==> src/sv/bhcs_pkg.sv <==
package bhcs_pkg;

    // Field and register widths
    localparam int CLK_W        = 28;
    localparam int ADDR_W       = 28;
    localparam int CNT_W        = 5;
    localparam int PHASE_W      = 5;
    localparam int HOP_W        = 7;
    localparam int SUM_W        = 8;
    localparam int CFG_IDX_W    = 3;
    localparam int CFG_DATA_W   = 28;
    localparam int NUM_FLY      = 14;

    // Channel count and the split point of the even/odd remap
    localparam int NUM_CHANNELS  = 79;
    localparam int HALF_CHANNELS = (NUM_CHANNELS + 1) / 2;

    // Sequence modes; the code 7 is unused
    typedef enum logic [2:0] {
        MODE_PAGE_SCAN   = 3'd0,
        MODE_INQ_SCAN    = 3'd1,
        MODE_PAGE        = 3'd2,
        MODE_INQUIRY     = 3'd3,
        MODE_CENTRAL_RSP = 3'd4,
        MODE_PERIPH_RSP  = 3'd5,
        MODE_INQ_RSP     = 3'd6
    } t_seq_mode;

    // Configuration register indexes
    typedef enum logic [CFG_IDX_W-1:0] {
        CFG_MODE    = 3'd0,
        CFG_ADDRESS = 3'd1,
        CFG_OFFSET  = 3'd2,
        CFG_NUDGE   = 3'd3
    } t_cfg_index;

    // Configuration as seen by the datapath, address already split into keys
    typedef struct packed {
        t_seq_mode          mode;
        logic [4:0]         key_a;
        logic [3:0]         key_b;
        logic [4:0]         key_c;
        logic [8:0]         key_d;
        logic [6:0]         key_e;
        logic [PHASE_W-1:0] offset;
        logic [PHASE_W-1:0] nudge;
    } t_hop_cfg;

    // Stage payloads
    typedef struct packed {
        logic [PHASE_W-1:0] x;
        logic               y1;
    } t_s1;

    typedef struct packed {
        logic [PHASE_W-1:0] z;
        logic               y1;
    } t_s2;

    typedef struct packed {
        logic [SUM_W-1:0] sum;
    } t_s3;

    // Butterfly bit pairs for controls P0..P13
    localparam logic [2:0] FLY_LO [NUM_FLY] = '{
        3'd0, 3'd2, 3'd1, 3'd3, 3'd0, 3'd1, 3'd0,
        3'd3, 3'd1, 3'd0, 3'd2, 3'd1, 3'd0, 3'd1
    };
    localparam logic [2:0] FLY_HI [NUM_FLY] = '{
        3'd1, 3'd3, 3'd2, 3'd4, 3'd4, 3'd3, 3'd2,
        3'd4, 3'd4, 3'd3, 3'd4, 3'd3, 3'd3, 3'd2
    };

    // Upper clock phase bits CLK[16:12]
    function automatic logic [PHASE_W-1:0] clk_hi5(input logic [CLK_W-1:0] clk);
        return clk[16:12];
    endfunction

    // Train phase: hi + train offset + k_nudge + ((CLK[4:2,0] - hi) mod 16), mod 32
    function automatic logic [PHASE_W-1:0] train_phase(
        input logic [CLK_W-1:0]   clk,
        input logic [PHASE_W-1:0] offset,
        input logic [PHASE_W-1:0] nudge
    );
        logic [PHASE_W-1:0] hi;
        logic [3:0]         lo;
        logic [3:0]         dif;
        hi  = clk[16:12];
        lo  = {clk[4:2], clk[0]};
        dif = lo - hi[3:0];
        return hi + offset + nudge + {1'b0, dif};
    endfunction

    // One butterfly: swap the pair when enabled
    function automatic logic [PHASE_W-1:0] fly_step(
        input logic [PHASE_W-1:0] z,
        input logic               en,
        input logic [3:0]         sel
    );
        logic [PHASE_W-1:0] r;
        logic [2:0]         lo;
        logic [2:0]         hi;
        r  = z;
        lo = FLY_LO[sel];
        hi = FLY_HI[sel];
        if (en && (z[lo] != z[hi])) begin
            r[lo] = z[hi];
            r[hi] = z[lo];
        end
        return r;
    endfunction

endpackage

==> src/sv/bt_hop_channel_select.sv <==
// Bluetooth BR/EDR hop selection for page, inquiry and response sequences.
// Input channel (i_in_valid / o_in_ready) carries one slot: native clock,
// frozen clock and response counter. Output channel (o_out_valid /
// i_out_ready) returns the RF channel and the kernel hop index.
// Config channel (i_cfg_valid / o_cfg_ready, always ready) writes mode,
// 28-bit address, train offset and k_nudge; write only while the block is empty.
// A result passes four register stages: phase, two butterfly stages with the
// E/Y2 add, mod-79 reduce and remap.
// Throughput: one item per cycle while i_out_ready is high; each of the four
// register stages can take a new item in the same cycle it passes its own one on.
// Reset: synchronous, active low; clears all stage valid bits and loads
// mode page scan, address 0, train offset 24, k_nudge 0.
// Stall: when i_out_ready is low the result holds, and the stall backs up
// stage by stage; bubbles in the pipe still fill, so up to four items sit
// inside before o_in_ready falls. Nothing is dropped or repeated.
module bt_hop_channel_select
    import bhcs_pkg::*;
(
    input  logic                  i_clk,
    input  logic                  i_rst_n,
    input  logic                  i_cfg_valid,
    output logic                  o_cfg_ready,
    input  logic [CFG_IDX_W-1:0]  i_cfg_index,
    input  logic [CFG_DATA_W-1:0] i_cfg_data,
    input  logic                  i_in_valid,
    output logic                  o_in_ready,
    input  logic [CLK_W-1:0]      i_native_clock,
    input  logic [CLK_W-1:0]      i_frozen_clock,
    input  logic [CNT_W-1:0]      i_response_count,
    output logic                  o_out_valid,
    input  logic                  i_out_ready,
    output logic [HOP_W-1:0]      o_rf_channel,
    output logic [HOP_W-1:0]      o_hop_index
);

    t_hop_cfg cfg;
    logic     s1_valid;
    logic     s1_ready;
    t_s1      s1;
    logic     s3_valid;
    logic     s3_ready;
    t_s3      s3;

    assign o_cfg_ready = 1'b1;

    // Config registers and address keys
    bhcs_cfg u_cfg (
        .i_clk       (i_clk),
        .i_rst_n     (i_rst_n),
        .i_cfg_valid (i_cfg_valid),
        .i_cfg_index (i_cfg_index),
        .i_cfg_data  (i_cfg_data),
        .o_cfg       (cfg)
    );

    // Stage 1: phase X and Y1
    bhcs_phase u_phase (
        .i_clk            (i_clk),
        .i_rst_n          (i_rst_n),
        .i_cfg            (cfg),
        .i_valid          (i_in_valid),
        .o_ready          (o_in_ready),
        .i_native_clock   (i_native_clock),
        .i_frozen_clock   (i_frozen_clock),
        .i_response_count (i_response_count),
        .o_valid          (s1_valid),
        .i_ready          (s1_ready),
        .o_s1             (s1)
    );

    // Stages 2 and 3: add A, xor B, butterfly permutation, add E and Y2
    bhcs_scramble u_scramble (
        .i_clk   (i_clk),
        .i_rst_n (i_rst_n),
        .i_cfg   (cfg),
        .i_valid (s1_valid),
        .o_ready (s1_ready),
        .i_s1    (s1),
        .o_valid (s3_valid),
        .i_ready (s3_ready),
        .o_s3    (s3)
    );

    // Stage 4: mod 79 and channel remap
    bhcs_map u_map (
        .i_clk        (i_clk),
        .i_rst_n      (i_rst_n),
        .i_valid      (s3_valid),
        .o_ready      (s3_ready),
        .i_s3         (s3),
        .o_out_valid  (o_out_valid),
        .i_out_ready  (i_out_ready),
        .o_rf_channel (o_rf_channel),
        .o_hop_index  (o_hop_index)
    );

endmodule

==> src/sv/bhcs_cfg.sv <==
module bhcs_cfg
    import bhcs_pkg::*;
(
    input  logic                  i_clk,
    input  logic                  i_rst_n,
    input  logic                  i_cfg_valid,
    input  logic [CFG_IDX_W-1:0]  i_cfg_index,
    input  logic [CFG_DATA_W-1:0] i_cfg_data,
    output t_hop_cfg              o_cfg
);

    t_seq_mode          r_mode;
    logic [ADDR_W-1:0]  r_addr;
    logic [PHASE_W-1:0] r_offset;
    logic [PHASE_W-1:0] r_nudge;

    // Register writes; unknown indexes are dropped
    always_ff @(posedge i_clk) begin
        if (!i_rst_n) begin
            r_mode   <= MODE_PAGE_SCAN;
            r_addr   <= '0;
            r_offset <= PHASE_W'(24);
            r_nudge  <= '0;
        end else if (i_cfg_valid) begin
            case (t_cfg_index'(i_cfg_index))
                CFG_MODE:    r_mode   <= t_seq_mode'(i_cfg_data[2:0]);
                CFG_ADDRESS: r_addr   <= i_cfg_data[ADDR_W-1:0];
                CFG_OFFSET:  r_offset <= i_cfg_data[PHASE_W-1:0];
                CFG_NUDGE:   r_nudge  <= i_cfg_data[PHASE_W-1:0];
                default: ;
            endcase
        end
    end

    // Address keys A..E
    always_comb begin
        o_cfg.mode   = r_mode;
        o_cfg.key_a  = r_addr[27:23];
        o_cfg.key_b  = r_addr[22:19];
        o_cfg.key_c  = {r_addr[8], r_addr[6], r_addr[4], r_addr[2], r_addr[0]};
        o_cfg.key_d  = r_addr[18:10];
        o_cfg.key_e  = {r_addr[13], r_addr[11], r_addr[9], r_addr[7],
                        r_addr[5], r_addr[3], r_addr[1]};
        o_cfg.offset = r_offset;
        o_cfg.nudge  = r_nudge;
    end

endmodule

==> src/sv/bhcs_phase.sv <==
module bhcs_phase
    import bhcs_pkg::*;
(
    input  logic               i_clk,
    input  logic               i_rst_n,
    input  t_hop_cfg           i_cfg,
    input  logic               i_valid,
    output logic               o_ready,
    input  logic [CLK_W-1:0]   i_native_clock,
    input  logic [CLK_W-1:0]   i_frozen_clock,
    input  logic [CNT_W-1:0]   i_response_count,
    output logic               o_valid,
    input  logic               i_ready,
    output t_s1                o_s1
);

    logic  r_valid;
    t_s1   r_s1;
    t_s1   n_s1;

    // Phase X and Y1 per sequence mode
    always_comb begin
        n_s1 = '0;
        case (i_cfg.mode)
            MODE_PAGE_SCAN: begin
                n_s1.x = clk_hi5(i_native_clock);
            end
            MODE_INQ_SCAN: begin
                n_s1.x = clk_hi5(i_native_clock) + i_response_count;
            end
            MODE_PAGE, MODE_INQUIRY: begin
                n_s1.x  = train_phase(i_native_clock, i_cfg.offset, i_cfg.nudge);
                n_s1.y1 = i_native_clock[1];
            end
            MODE_CENTRAL_RSP: begin
                n_s1.x  = train_phase(i_frozen_clock, i_cfg.offset, i_cfg.nudge)
                          + i_response_count;
                n_s1.y1 = i_native_clock[1];
            end
            MODE_PERIPH_RSP: begin
                n_s1.x  = clk_hi5(i_frozen_clock) + i_response_count;
                n_s1.y1 = i_native_clock[1];
            end
            MODE_INQ_RSP: begin
                n_s1.x  = clk_hi5(i_native_clock) + i_response_count;
                n_s1.y1 = 1'b1;
            end
            default: n_s1 = '0;
        endcase
    end

    assign o_ready = !r_valid || i_ready;

    // Stage register
    always_ff @(posedge i_clk) begin
        if (!i_rst_n) begin
            r_valid <= 1'b0;
        end else if (o_ready) begin
            r_valid <= i_valid;
        end
    end

    always_ff @(posedge i_clk) begin
        if (o_ready && i_valid) begin
            r_s1 <= n_s1;
        end
    end

    assign o_valid = r_valid;
    assign o_s1    = r_s1;

endmodule

==> src/sv/bhcs_scramble.sv <==
module bhcs_scramble
    import bhcs_pkg::*;
(
    input  logic     i_clk,
    input  logic     i_rst_n,
    input  t_hop_cfg i_cfg,
    input  logic     i_valid,
    output logic     o_ready,
    input  t_s1      i_s1,
    output logic     o_valid,
    input  logic     i_ready,
    output t_s3      o_s3
);

    logic               r_valid2;
    logic               r_valid3;
    t_s2                r_s2;
    t_s3                r_s3;
    t_s2                n_s2;
    t_s3                n_s3;
    logic               ready2;
    logic               ready3;
    logic [NUM_FLY-1:0] ctl;
    logic [PHASE_W-1:0] z_a;
    logic [PHASE_W-1:0] z_b;

    // Controls: P13..P9 from C xor Y1, P8..P0 from D
    assign ctl = {i_cfg.key_c ^ {PHASE_W{i_s1.y1}}, i_cfg.key_d};

    // Add A, xor B, first half of the butterflies (P13..P7)
    always_comb begin
        z_a = (i_s1.x + i_cfg.key_a) ^ {1'b0, i_cfg.key_b};
        for (int i = NUM_FLY - 1; i >= 7; i--) begin
            z_a = fly_step(z_a, ctl[i], 4'(i));
        end
        n_s2.z  = z_a;
        n_s2.y1 = i_s1.y1;
    end

    // Second half (P6..P0, all from D), then add E and Y2 = 32 * Y1
    always_comb begin
        z_b = r_s2.z;
        for (int i = 6; i >= 0; i--) begin
            z_b = fly_step(z_b, i_cfg.key_d[i], 4'(i));
        end
        n_s3.sum = SUM_W'(z_b) + SUM_W'(i_cfg.key_e) + {2'b00, r_s2.y1, 5'd0};
    end

    assign ready3  = !r_valid3 || i_ready;
    assign ready2  = !r_valid2 || ready3;
    assign o_ready = ready2;

    // Valid bits
    always_ff @(posedge i_clk) begin
        if (!i_rst_n) begin
            r_valid2 <= 1'b0;
            r_valid3 <= 1'b0;
        end else begin
            if (ready2) begin
                r_valid2 <= i_valid;
            end
            if (ready3) begin
                r_valid3 <= r_valid2;
            end
        end
    end

    // Payload registers
    always_ff @(posedge i_clk) begin
        if (ready2 && i_valid) begin
            r_s2 <= n_s2;
        end
        if (ready3 && r_valid2) begin
            r_s3 <= n_s3;
        end
    end

    assign o_valid = r_valid3;
    assign o_s3    = r_s3;

endmodule

==> src/sv/bhcs_map.sv <==
module bhcs_map
    import bhcs_pkg::*;
(
    input  logic             i_clk,
    input  logic             i_rst_n,
    input  logic             i_valid,
    output logic             o_ready,
    input  t_s3              i_s3,
    output logic             o_out_valid,
    input  logic             i_out_ready,
    output logic [HOP_W-1:0] o_rf_channel,
    output logic [HOP_W-1:0] o_hop_index
);

    logic             r_valid;
    logic [HOP_W-1:0] r_rf;
    logic [HOP_W-1:0] r_idx;
    logic [HOP_W-1:0] n_rf;
    logic [HOP_W-1:0] n_idx;

    // Sum is below three times the channel count: at most two subtracts
    always_comb begin
        if (i_s3.sum >= SUM_W'(2 * NUM_CHANNELS)) begin
            n_idx = HOP_W'(i_s3.sum - SUM_W'(2 * NUM_CHANNELS));
        end else if (i_s3.sum >= SUM_W'(NUM_CHANNELS)) begin
            n_idx = HOP_W'(i_s3.sum - SUM_W'(NUM_CHANNELS));
        end else begin
            n_idx = HOP_W'(i_s3.sum);
        end
        // Evens first, then odds
        if (n_idx < HOP_W'(HALF_CHANNELS)) begin
            n_rf = {n_idx[HOP_W-2:0], 1'b0};
        end else begin
            n_rf = HOP_W'({n_idx - HOP_W'(HALF_CHANNELS), 1'b1});
        end
    end

    assign o_ready = !r_valid || i_out_ready;

    // Output register
    always_ff @(posedge i_clk) begin
        if (!i_rst_n) begin
            r_valid <= 1'b0;
        end else if (o_ready) begin
            r_valid <= i_valid;
        end
    end

    always_ff @(posedge i_clk) begin
        if (o_ready && i_valid) begin
            r_rf  <= n_rf;
            r_idx <= n_idx;
        end
    end

    assign o_out_valid  = r_valid;
    assign o_rf_channel = r_rf;
    assign o_hop_index  = r_idx;

endmodule

==> config.mk <==
export PLATFORM = sky130hd
export DESIGN_NAME = bt_hop_channel_select
export DESIGN_NICKNAME = d
export VERILOG_FILES = /design/src/sv/bhcs_pkg.sv /design/src/sv/bt_hop_channel_select.sv /design/src/sv/bhcs_cfg.sv /design/src/sv/bhcs_phase.sv /design/src/sv/bhcs_scramble.sv /design/src/sv/bhcs_map.sv
export SDC_FILE = /design/constraint.sdc
export NUM_CORES = 1
export LEC_CHECK = 0
export ABC_AREA = 1
export BUFFER_PORTS_ARGS = -buffer_cell sky130_fd_sc_hd__buf_2
export CAP_MARGIN = 15
export CORE_MARGIN = 8
export CORE_UTILIZATION = 38
export CTS_CLUSTER_DIAMETER = 50
export DETAILED_ROUTE_END_ITERATION = 10
export GPL_TIMING_DRIVEN = 0
export PLACE_DENSITY = 0.68
export SYNTH_ARGS = -nofsm -noshare
export SYNTH_HDL_FRONTEND = slang
export SYNTH_HIERARCHICAL = 1
export SYNTH_SLANG_ARGS = --single-unit
==> constraint.sdc <==
create_clock -name i_clk -period 3.1 [get_ports i_clk]
set_input_delay 0.31 -clock i_clk [delete_from_list [all_inputs] [get_ports i_clk]]
set_output_delay 0.31 -clock i_clk [all_outputs]
set_load 0.02 [all_outputs]
==> run metrics, run 1 <==
CP Launch Type flip-flop; Placed Area 6310 µm²; largest net degree at the start of global routing 13; Hold Path Stages 3; clock network latency to the later pin of the worst-skew pair 0.34 ns; register area share after synthesis 0.321; Die X 139 µm; vias per cell 4.67; crit path to u_phase/o_s1[5]$_DFFE_PP_; Synth Area in Adders 0.159; GPL Wtd Cong 0.889; final setup violating endpoints 1; Worst-Margin Slew 1.01 ns; final hold viol count 0; Synth Area in Simple Gates 0.294; min Tclk post-route 3.10 ns; Crit path max-delay family adder cells; max incr delay on CP 0.56 ns; Yosys top cell area share 0.163; clock sinks 76; crit-path cells inv_2, fa_1, inv_1, fa_1, inv_2, fa_1, inv_2, ha_4, nand3_2, nand3b_1, nand2_2, inv_2, nand3_2, nand3_2, nand3_2; Syn Std Cell Area 5700 µm²; worst hold path class input pin to flip-flop; Die ar. 19,200 µm²; largest area contributor in the netlist edfxtp_1; Buf+Inv Stages, Crit Path 5; hpwl dp 10.2 mm; total number of cells along the worst setup path 15; vias in the first global route 4,620; layout cell share with drive strength beyond 1 0.182; WL/cell 12.0 µm; Mapped Avg Cell Area 7.39 µm²; non-filler cells, final 1,051; DRC Markers 0; Worst R2R Setup Slack -0.001 ns; crit path DAT 3.18 ns; Num CTS Buffers 9; count leader, synth nand2_1; Final WS setup -0.00116 ns; slowest stage cell, crit path fa_1; Final Cycle Share 1.00; placed insts 1,031; ys async rst share 0; Yosys cell types 39; initial antenna violation count 0; Crit Path Class flip-flop to flip-flop; H-Tree Depth 3; static leakage 3.31 nW; final max-slew violation count 0; RSZ-0062 raised after global routing yes; xor and xnor area share after synthesis 0.0456; area grow syn2layout 16.9%; net count after synthesis 927; Post-synth EDFFs 31; yosys warns 6; Total Power 2.90 mW; drt initial violations 181; io pins 114; nets@finish 1,017; Placement Setup Slack -0.299 ns; violated checks negative setup slack; Max-Slew Margin vs Limit 0.328; CTS tree built; worst r2r src u_cfg/r_nudge[2]$_SDFFE_PN0P_; grt total ovfl 0; core area 14,600 µm²; # diodes 0; Synth top cells by count 171 x nand2_1, 134 x inv_1, 95 x nand3_1; Cell Pwr Density 434 nW/µm²; number of buffers added on ports 75; total of max-cap violations 0; maximum VDD drop 0.253 mV; Final ANT Viol Nets 0; via count 4,909; outcome finished, violations left; compound-cell area share of the yosys netlist 0.0601; largest family of logic cells by synthesized area simple AND/OR/NAND/NOR gates; Clock Tree Buf Depth 2; fmax 322 MHz; clk root buf clkbuf_16; DR pass1 iterations 5; post-synthesis mux area share 0; CP endpoint kind flip-flop; Total Routed Length 12.6 mm; Yosys reg bits 76; Total Neg Setup Slack -0.00116 ns; Worst R2R End u_phase/o_s1[5]$_DFFE_PP_; worst-path fanout max 2; Layout Skew 0.00651 ns; Cell Rows 44; crit path from u_cfg/r_nudge[2]$_SDFFE_PN0P_; first-pass GRT wire length 21.1 mm; GRT Overall Usage 0.131; Syn Inst Count 772; worst r2r path cells 15; initial core utilization 0.391; Die H 139 µm; CP required 3.18 ns; Reg clk slew, reported paths 0.05 ns; ranking of synthesized cells by area edfxtp_1 16%, dfxtp_1 16%, nand2_1 11%, inv_1 8.8%, fa_1 8.4%; top_reg_cell synth dfxtp_1; Finished Cell Area 6670 µm²
-- state kept, by name (all words and copies together) (netlist names), 3 cells and up --
signal	cells
u_cfg/r_addr	28
u_cfg/r_mode	3
u_cfg/r_nudge	5
u_cfg/r_offset	5
u_map/o_hop_index	4
u_map/o_rf_channel	7
u_phase/o_s1	6
u_scramble/o_s3	8
u_scramble/r_s2	6
-- how the worst min path moves through the flow --
stage / startpoint / end / slack (ns)
2_1_floorplan: i_cfg_data[3] / u_cfg/r_offset[3]$_SDFFE_PN1P_ / 0.42
3_3_place_gp: u_scramble/r_valid2$_SDFFE_PN0N_ / u_scramble/o_valid$_SDFFE_PN0P_ / 0.45
3_5_place_dp: u_scramble/r_valid2$_SDFFE_PN0N_ / u_scramble/o_valid$_SDFFE_PN0P_ / 0.46
4_1_cts: i_cfg_data[4] / u_cfg/r_offset[4]$_SDFFE_PN1P_ / 0.18
5_1_grt: i_cfg_data[4] / u_cfg/r_offset[4]$_SDFFE_PN1P_ / 0.21
6_report: i_cfg_data[4] / u_cfg/r_offset[4]$_SDFFE_PN1P_ / 0.19
-- cells by family (layout without fill, tap and decap cells) --
kind of cell,count (synthesis),count (layout)
xor gates and xnor gates,28,28
AOI/OAI and AO/OA,63,63
buffers and inverters,161,256
adders and majority gates,58,58
other,1,1
and+or+nand+nor,385,385
DFF,76,76
-- stage by stage --
step,utilization,hold WS (ns)
CTS,0.453,0.179
floorplan,-,0.423
global placement,0.432,0.455
finish,0.457,0.188
detailed placement,0.432,0.464
global route,0.457,0.205
-- cells in the final DEF (no fill, tap or decap), types with 12 or more instances in the layout --
master / netlist / routed
a21oi_1: 23 / 22
buf_2: 4 / 79
buf_4: 10 / 14
dfxtp_1: 45 / 42
edfxtp_1: 31 / 31
fa_1: 24 / 23
ha_1: 34 / 31
inv_1: 134 / 127
inv_2: 5 / 12
nand2_1: 171 / 170
nand3_1: 95 / 91
nor2_1: 88 / 88
o21ai_0: 25 / 25
xnor2_1: 12 / 12
xor2_1: 14 / 14
-- layout make-up --
class | instances | area, µm²
fillers | 1468 | 7920
multi-input cells | 535 | 3260
flip-flops and latches | 76 | 1840
inverters | 140 | 528
repair buffers | 79 | 405
well taps | 184 | 230
clock buffers | 10 | 229
plain buffers | 21 | 151
clock inverters | 6 | 31.3
-- worst reg2reg max path, delay by kind of cell (launching register included) --
family	cells	cell delay, ns
adders and majority gates	4	1.78
and+or+nand+nor	6	0.48
DFF	1	0.33
buffers and inverters	5	0.25
-- routing by layer --
metal  part of all wire  GRT usage  routed length, µm
met1               0.45      0.159               5640
met2               0.50      0.227               6280
met3              0.046     0.0301                577
met4              0.010     0.0360                131
met5                  0          0                  0
-- repair_timing --
action                     CTS  global route
setup endpoints to repair    3             2
hold buffers                 0             0
pin swaps                    8            11
resized for setup           12            11
buffers inserted             1             3
-- power by group --
| group | switching, mW | total [mW] | internal (mW) |
|---|---|---|---|
| sequential | 0.0317 | 1.13 | 1.10 |
| clock | 0.387 | 0.919 | 0.533 |
| combinational | 0.482 | 0.848 | 0.366 |
| total | 0.901 | 2.90 | 1.99 |
(Power assumes the default switching activity.)
==> inputs of run 2 (changes only) <==
--- a/config.mk
+++ b/config.mk
@@ -13,7 +13,8 @@
 export CTS_CLUSTER_DIAMETER = 50
 export DETAILED_ROUTE_END_ITERATION = 10
 export GPL_TIMING_DRIVEN = 0
-export PLACE_DENSITY = 0.68
+export PLACE_DENSITY = 0.66
+export SLEW_MARGIN = 15
 export SYNTH_ARGS = -nofsm -noshare
 export SYNTH_HDL_FRONTEND = slang
 export SYNTH_HIERARCHICAL = 1
==> constraint.sdc (replaced) <==
create_clock -name i_clk -period 3.5 [get_ports i_clk]
set_input_delay 0.35 -clock i_clk [delete_from_list [all_inputs] [get_ports i_clk]]
set_output_delay 0.35 -clock i_clk [all_outputs]
set_load 0.02 [all_outputs]
==> run 2 against run 1 <==
Against the previous run: the run now ends clean; clock power up 9.9%; sequential cell count unchanged; die area unchanged; cell count down 0.38%; total power down 8.2%; critical path depth down 1; routed wire length down 2.2%; clock skew down 0.0014 ns; cell area down 0.49%; global-route usage down 0.055 points; largest power group is now clock.
==> run metrics, run 2 (same netlist as run 1, synthesis figures left out) <==
outcome finished, final reports clean; initial antenna violation count 0 (unchanged); crit-path cells inv_1, fa_1, fa_1, fa_1, inv_1, ha_1, a21oi_1, nand2_1, nand2_1, nand2_1, inv_1, nand3_1, nand3_1, nand3_1; post-layout util 0.455 (-0.00223); Cell Rows 44 (unchanged); Max-Slew Margin vs Limit 0.346 (+0.0183); initial core utilization 0.391 (unchanged); GPL Wtd Cong 0.808 (-9.0%); grt total ovfl 0 (unchanged); crit path DAT 3.38 ns (+0.20 ns); via count 4,848 (-1.2%); Final WS setup 0.184 ns (+0.185 ns); largest reg by FF count u_cfg/r_addr; FF+latch area 1830 µm² (-0.34%); clock network latency to the later pin of the worst-skew pair 0.33 ns (about the same); Sw Share 0.283 (-0.0276); final max-slew violation count 0 (unchanged); Worst R2R End u_phase/o_s1[5]$_DFFE_PP_; Total Power 2.66 mW (-8.2%); Cell Pwr Density 401 nW/µm² (-7.7%); hold-critical path endpoint u_cfg/r_offset[3]$_SDFFE_PN1P_; worst r2r path cells 14 (-1); Clock Tree Buf Depth 2 (unchanged); Hold Path Stages 3 (unchanged); min Tclk post-route 3.32 ns (+0.215 ns); GRT Overall Usage 0.131 (-0.000545); vias in the first global route 4,653 (+0.71%); fmax 302 MHz (-6.5%); Total Neg Setup Slack 0 ns (+0.00116 ns); Comb power frac 0.244 (-0.049); max reg flops 28 (unchanged); hpwl dp 10.3 mm (+0.51%); Placed Area 6310 µm² (unchanged); final hold viol count 0 (unchanged); drt initial violations 170 (-6.1%); H-Tree Depth 3 (unchanged); # fillers 1,463 (-0.34%); worst r2r src u_cfg/r_nudge[3]$_SDFFE_PN0P_; first-pass GRT wire length 21.1 mm (about the same); multi-input logic area 3190 µm² (-2.0%); Die X 139 µm (unchanged); post-cts gate resize count 0 (-12); maximum VDD drop 0.244 mV (-3.3%); worst-path fanout max 3 (+1); Crit Path Class flip-flop to flip-flop; total of max-cap violations 0 (unchanged); clk root buf clkbuf_16; final setup violating endpoints 0 (-1); slowest stage cell, crit path fa_1; Layout Skew 0.00514 ns (-0.00138 ns); Placement Setup Slack 0.0710 ns (+0.370 ns); Clock Power Share 0.379 (+0.061); commonest cells after routing, fill and taps aside 171 x nand2_1, 134 x inv_1, 95 x nand3_1; Crit path max-delay family adder cells; hold path start i_cfg_data[3]; Num CTS Buffers 9 (unchanged); max incr delay on CP 0.54 ns (-0.02 ns); Worst-Margin Slew 0.980 ns (-0.0275 ns); Final Cycle Share 0.947 (-0.0530); area grow syn2layout 16.4%; static leakage 3.31 nW (+0.21%); worst hold path class input pin to flip-flop; io pins 114 (unchanged); layout cell share with drive strength beyond 1 0.156 (-0.0258); Worst R2R Setup Slack 0.18 ns (+0.19 ns); DR pass1 iterations 4 (-1); number of buffers added on ports 75 (unchanged); RSZ-0062 raised after global routing no; WL/cell 11.8 µm (-1.8%); vias per cell 4.63 (-0.87%); # Post-CTS Setup Buffers 0 (-1); Seq pwr share 0.376 (-0.014); non-filler cells, final 1,047 (-0.38%); placed insts 1,031 (unchanged); largest net degree at the start of global routing 13 (unchanged); Buf+Inv Stages, Crit Path 3 (-2); Total Routed Length 12.4 mm (-2.2%); nets@finish 1,013 (-0.39%); DRC Markers 0 (unchanged); clock sinks 76 (unchanged); switching pwr 754 µW (-16%); final hold slack 0.245 ns (+0.0571 ns); CTS tree built; core area 14,600 µm² (unchanged); Reg clk slew, reported paths 0.06 ns (about the same); CP required 3.56 ns (+0.38 ns); Die ar. 19,200 µm² (unchanged); Finished Cell Area 6640 µm² (-0.49%); CTS Hold Bufs 0 (unchanged); # diodes 0 (unchanged); CP Launch Type flip-flop; commonest non-fill, non-tap cell in the layout nand2_1; Die H 139 µm (unchanged); CP endpoint kind flip-flop; Final ANT Viol Nets 0 (unchanged); Pint 1.91 mW (-4.5%)
## run 2: cell types whose count changed in the layout (fill, tap and decap cells not counted), sizes merged
| cell | change |
|---|---|
| clkinv | -4 |
| buf | -4 |
| clkbuf | +2 |
| bufinv | +2 |
## run 2: routing by layer
layer,GRT usage,share of wire
met2,0.230,0.48
met4,0.0217,0.010
met5,0,0
met1,0.156,0.46
met3,0.0373,0.047
## run 2: worst max path at each step
| stage | from | to | slack, ns | depth (start not counted) |
|---|---|---|---|---|
| after floorplan | i_frozen_clock[13] | u_phase/o_s1[4]$_DFFE_PP_ | 0.37 | 10 |
| after global placement | i_frozen_clock[14] | u_phase/o_s1[5]$_DFFE_PP_ | 0.11 | 17 |
| after detailed placement | i_frozen_clock[15] | u_phase/o_s1[5]$_DFFE_PP_ | 0.07 | 15 |
| after CTS | u_cfg/r_nudge[3]$_SDFFE_PN0P_ | u_phase/o_s1[5]$_DFFE_PP_ | 0.17 | 14 |
| after global routing | u_cfg/r_nudge[3]$_SDFFE_PN0P_ | u_phase/o_s1[5]$_DFFE_PP_ | 0.03 | 14 |
| final | u_cfg/r_nudge[3]$_SDFFE_PN0P_ | u_phase/o_s1[5]$_DFFE_PP_ | 0.18 | 14 |
## run 2: worst min-delay path, stage by stage
cell     delay, ns
buf_2         0.09
nand2_1       0.05
nand3_1       0.06
## run 2: layout make-up
cell class              instances  share of cell area
multi-input cells             535               0.481
inverters                     140              0.0796
plain buffers                  21              0.0228
well taps                     184              0.0347
repair buffers                 75              0.0566
clock inverters                 4              0.0106
flip-flops and latches         76               0.276
clock buffers                  12              0.0388
## run 2: power by group through the flow
stage	sequential [mW]	combinational, mW	clock, mW
after floorplan	1.01	0.493	0
after global placement	1.02	0.633	0
after detailed placement	1.02	0.651	0
after CTS	1.00	0.655	1.04
after global routing	1.01	0.757	1.07
final	1.00	0.650	1.01
==> inputs of run 3 (changes only) <==
--- a/config.mk
+++ b/config.mk
@@ -9,11 +9,11 @@
 export BUFFER_PORTS_ARGS = -buffer_cell sky130_fd_sc_hd__buf_2
 export CAP_MARGIN = 15
 export CORE_MARGIN = 8
-export CORE_UTILIZATION = 38
+export CORE_UTILIZATION = 40
 export CTS_CLUSTER_DIAMETER = 50
 export DETAILED_ROUTE_END_ITERATION = 10
 export GPL_TIMING_DRIVEN = 0
-export PLACE_DENSITY = 0.66
+export PLACE_DENSITY = 0.68
 export SLEW_MARGIN = 15
 export SYNTH_ARGS = -nofsm -noshare
 export SYNTH_HDL_FRONTEND = slang
==> run 3 against run 2 <==
Against the previous run: combinational power is 2% higher; total power is 3.7% lower; critical path type unchanged; highest routed layer unchanged; cell area is 0.47% lower; sequential share of layout area is 0.13 points higher; clock skew hardly changed; setup slack better by 0.058 ns; die area is 4.4% lower; fmax is 1.8% higher.
==> run metrics, run 3 (same netlist as run 1, synthesis figures left out) <==
io pins 114 (unchanged); CP endpoint kind flip-flop; CTS tree built; met2 wire len 5.78 mm (-3.2%); Final Cycle Share 0.931 (-0.0165); GPL Wtd Cong 0.811 (+0.37%); Total Routed Length 12.3 mm (-0.13%); max reg flops 28 (unchanged); hold path start i_cfg_data[4]; Crit Path Class flip-flop to flip-flop; outcome finished, final reports clean; maximum VDD drop 0.231 mV (-5.5%); min Tclk post-route 3.26 ns (-0.0579 ns); initial antenna violation count 0 (unchanged); Max-Slew Margin vs Limit 0.337 (-0.00896); Buf+Inv Stages, Crit Path 3 (unchanged); Die H 135 µm (-2.2%); met3 WL 666 µm (+14%); layout cell share with drive strength beyond 1 0.159 (+0.00232); Final ANT Viol Nets 0 (unchanged); core area 13,900 µm² (-4.9%); DR pass1 iterations 4 (unchanged); CP required 3.57 ns (about the same); placed insts 1,027 (-0.39%); post-layout util 0.476 (+0.0210); Hold Path Stages 3 (unchanged); WL/cell 11.8 µm (+0.25%); drt initial violations 229 (+35%); Placement Setup Slack 0.0952 ns (+0.0242 ns); clk root buf clkbuf_16; final hold viol count 0 (unchanged); hpwl dp 10.4 mm (+0.83%); static leakage 3.30 nW (-0.45%); final setup violating endpoints 0 (unchanged); first-pass GRT wire length 21.3 mm (+1.0%); slowest stage cell, crit path fa_1; Layout Skew 0.00481 ns (-0.000329 ns); Total Neg Setup Slack 0 ns (unchanged); CP Launch Type flip-flop; max incr delay on CP 0.54 ns (about the same); hold-critical path endpoint u_cfg/r_offset[4]$_SDFFE_PN1P_; RSZ-0062 raised after global routing no; Die ar. 18,300 µm² (-4.4%); Num CTS Buffers 9 (unchanged); clock network latency to the later pin of the worst-skew pair 0.33 ns (about the same); Die X 135 µm (-2.2%); commonest non-fill, non-tap cell in the layout nand2_1; nets@finish 1,013 (unchanged); # diodes 0 (unchanged); final max-slew violation count 0 (unchanged); worst r2r path cells 14 (unchanged); Crit path max-delay family adder cells; worst hold path class input pin to flip-flop; initial core utilization 0.411 (+0.0199); Worst R2R End u_phase/o_s1[5]$_DFFE_PP_; crit path from u_cfg/r_nudge[3]$_SDFFE_PN0P_; Worst-Margin Slew 0.994 ns (+0.0134 ns); area grow syn2layout 15.8%; GRT Overall Usage 0.142 (+0.0114); H-Tree Depth 3 (unchanged); Final WS setup 0.242 ns (+0.0579 ns); Clock Tree Buf Depth 2 (unchanged); M1 WL 5.65 mm (-0.41%); commonest cells after routing, fill and taps aside 171 x nand2_1, 134 x inv_1, 94 x nand3_1; top layer reached by signal wires met4; vias per cell 4.68 (+1.1%); worst r2r src u_cfg/r_nudge[3]$_SDFFE_PN0P_; Cell Pwr Density 388 nW/µm² (-3.2%); Reg clk slew, reported paths 0.06 ns (about the same); number of buffers added on ports 75 (unchanged); non-filler cells, final 1,043 (-0.38%); via count 4,881 (+0.68%); largest net degree at the start of global routing 13 (unchanged); crit-path cells inv_1, fa_1, fa_1, fa_1, inv_1, ha_1, a21oi_2, nand2_1, nand2_1, nand2_1, inv_1, nand3_1, nand3_1, nand3_1; Cell Rows 43 (-2.3%); clock sinks 76 (unchanged); grt total ovfl 0 (unchanged); vias in the first global route 4,703 (+1.1%); total of max-cap violations 0 (unchanged); fmax 307 MHz (+1.8%); Worst R2R Setup Slack 0.24 ns (+0.06 ns); worst-path fanout max 3 (unchanged); crit path DAT 3.33 ns (-0.05 ns); DRC Markers 0 (unchanged); largest reg by FF count u_cfg/r_addr
==> run 3: power breakdown <==
group / switching [mW] / internal, mW
clock: 0.339 / 0.557
combinational: 0.390 / 0.275
sequential: 0.0287 / 0.972
total: 0.758 / 1.80
==> run 3: final cells by class <==
type	instances	area, µm²
fill	1449	7280
multi-input combinational	535	3200
sequential	76	1830
inverter	140	528
timing repair buffer	75	375
clock buffer	15	288
tap	180	225
buffer	21	151
clock inverter	1	5.00
==> run 3: stage by stage <==
stage               hold slack [ns]  area, µm²  power (mW)
finish                        0.233       6610        2.56
detailed placement            0.463       6300        1.67
global route                  0.257       6610        2.74
global placement              0.456       6300        1.65
floorplan                     0.447       5700        1.51
CTS                           0.228       6600        2.57
==> run 3: worst max path at each step <==
stage,to,slack [ns],depth (start not counted)
final,u_phase/o_s1[5]$_DFFE_PP_,0.24,14
after global routing,u_phase/o_s1[5]$_DFFE_PP_,0.0007,14
after CTS,u_phase/o_s1[5]$_DFFE_PP_,0.21,14
after detailed placement,u_phase/o_s1[5]$_DFFE_PP_,0.1,15
after global placement,u_phase/o_s1[4]$_DFFE_PP_,0.14,11
after floorplan,u_phase/o_s1[4]$_DFFE_PP_,0.37,10
==> run 3: timing repair <==
action | in CTS | in global routing
hold buffers | 0 | 0
buffers inserted | 0 | 0
setup endpoints to repair | 0 | 1
gates resized for setup | 0 | 2
==> run 3: per-layer routing <==
metal	vias to the layer above	GRT usage
met5	-	0
met1	2176	0.176
met3	18	0.0334
li1	2588	-
met2	99	0.240
met4	0	0.0438
==> run 3: worst min-delay path, cell delays in order <==
cell     delay, ns
buf_2         0.09
nand2_1       0.05
nand3_1       0.05
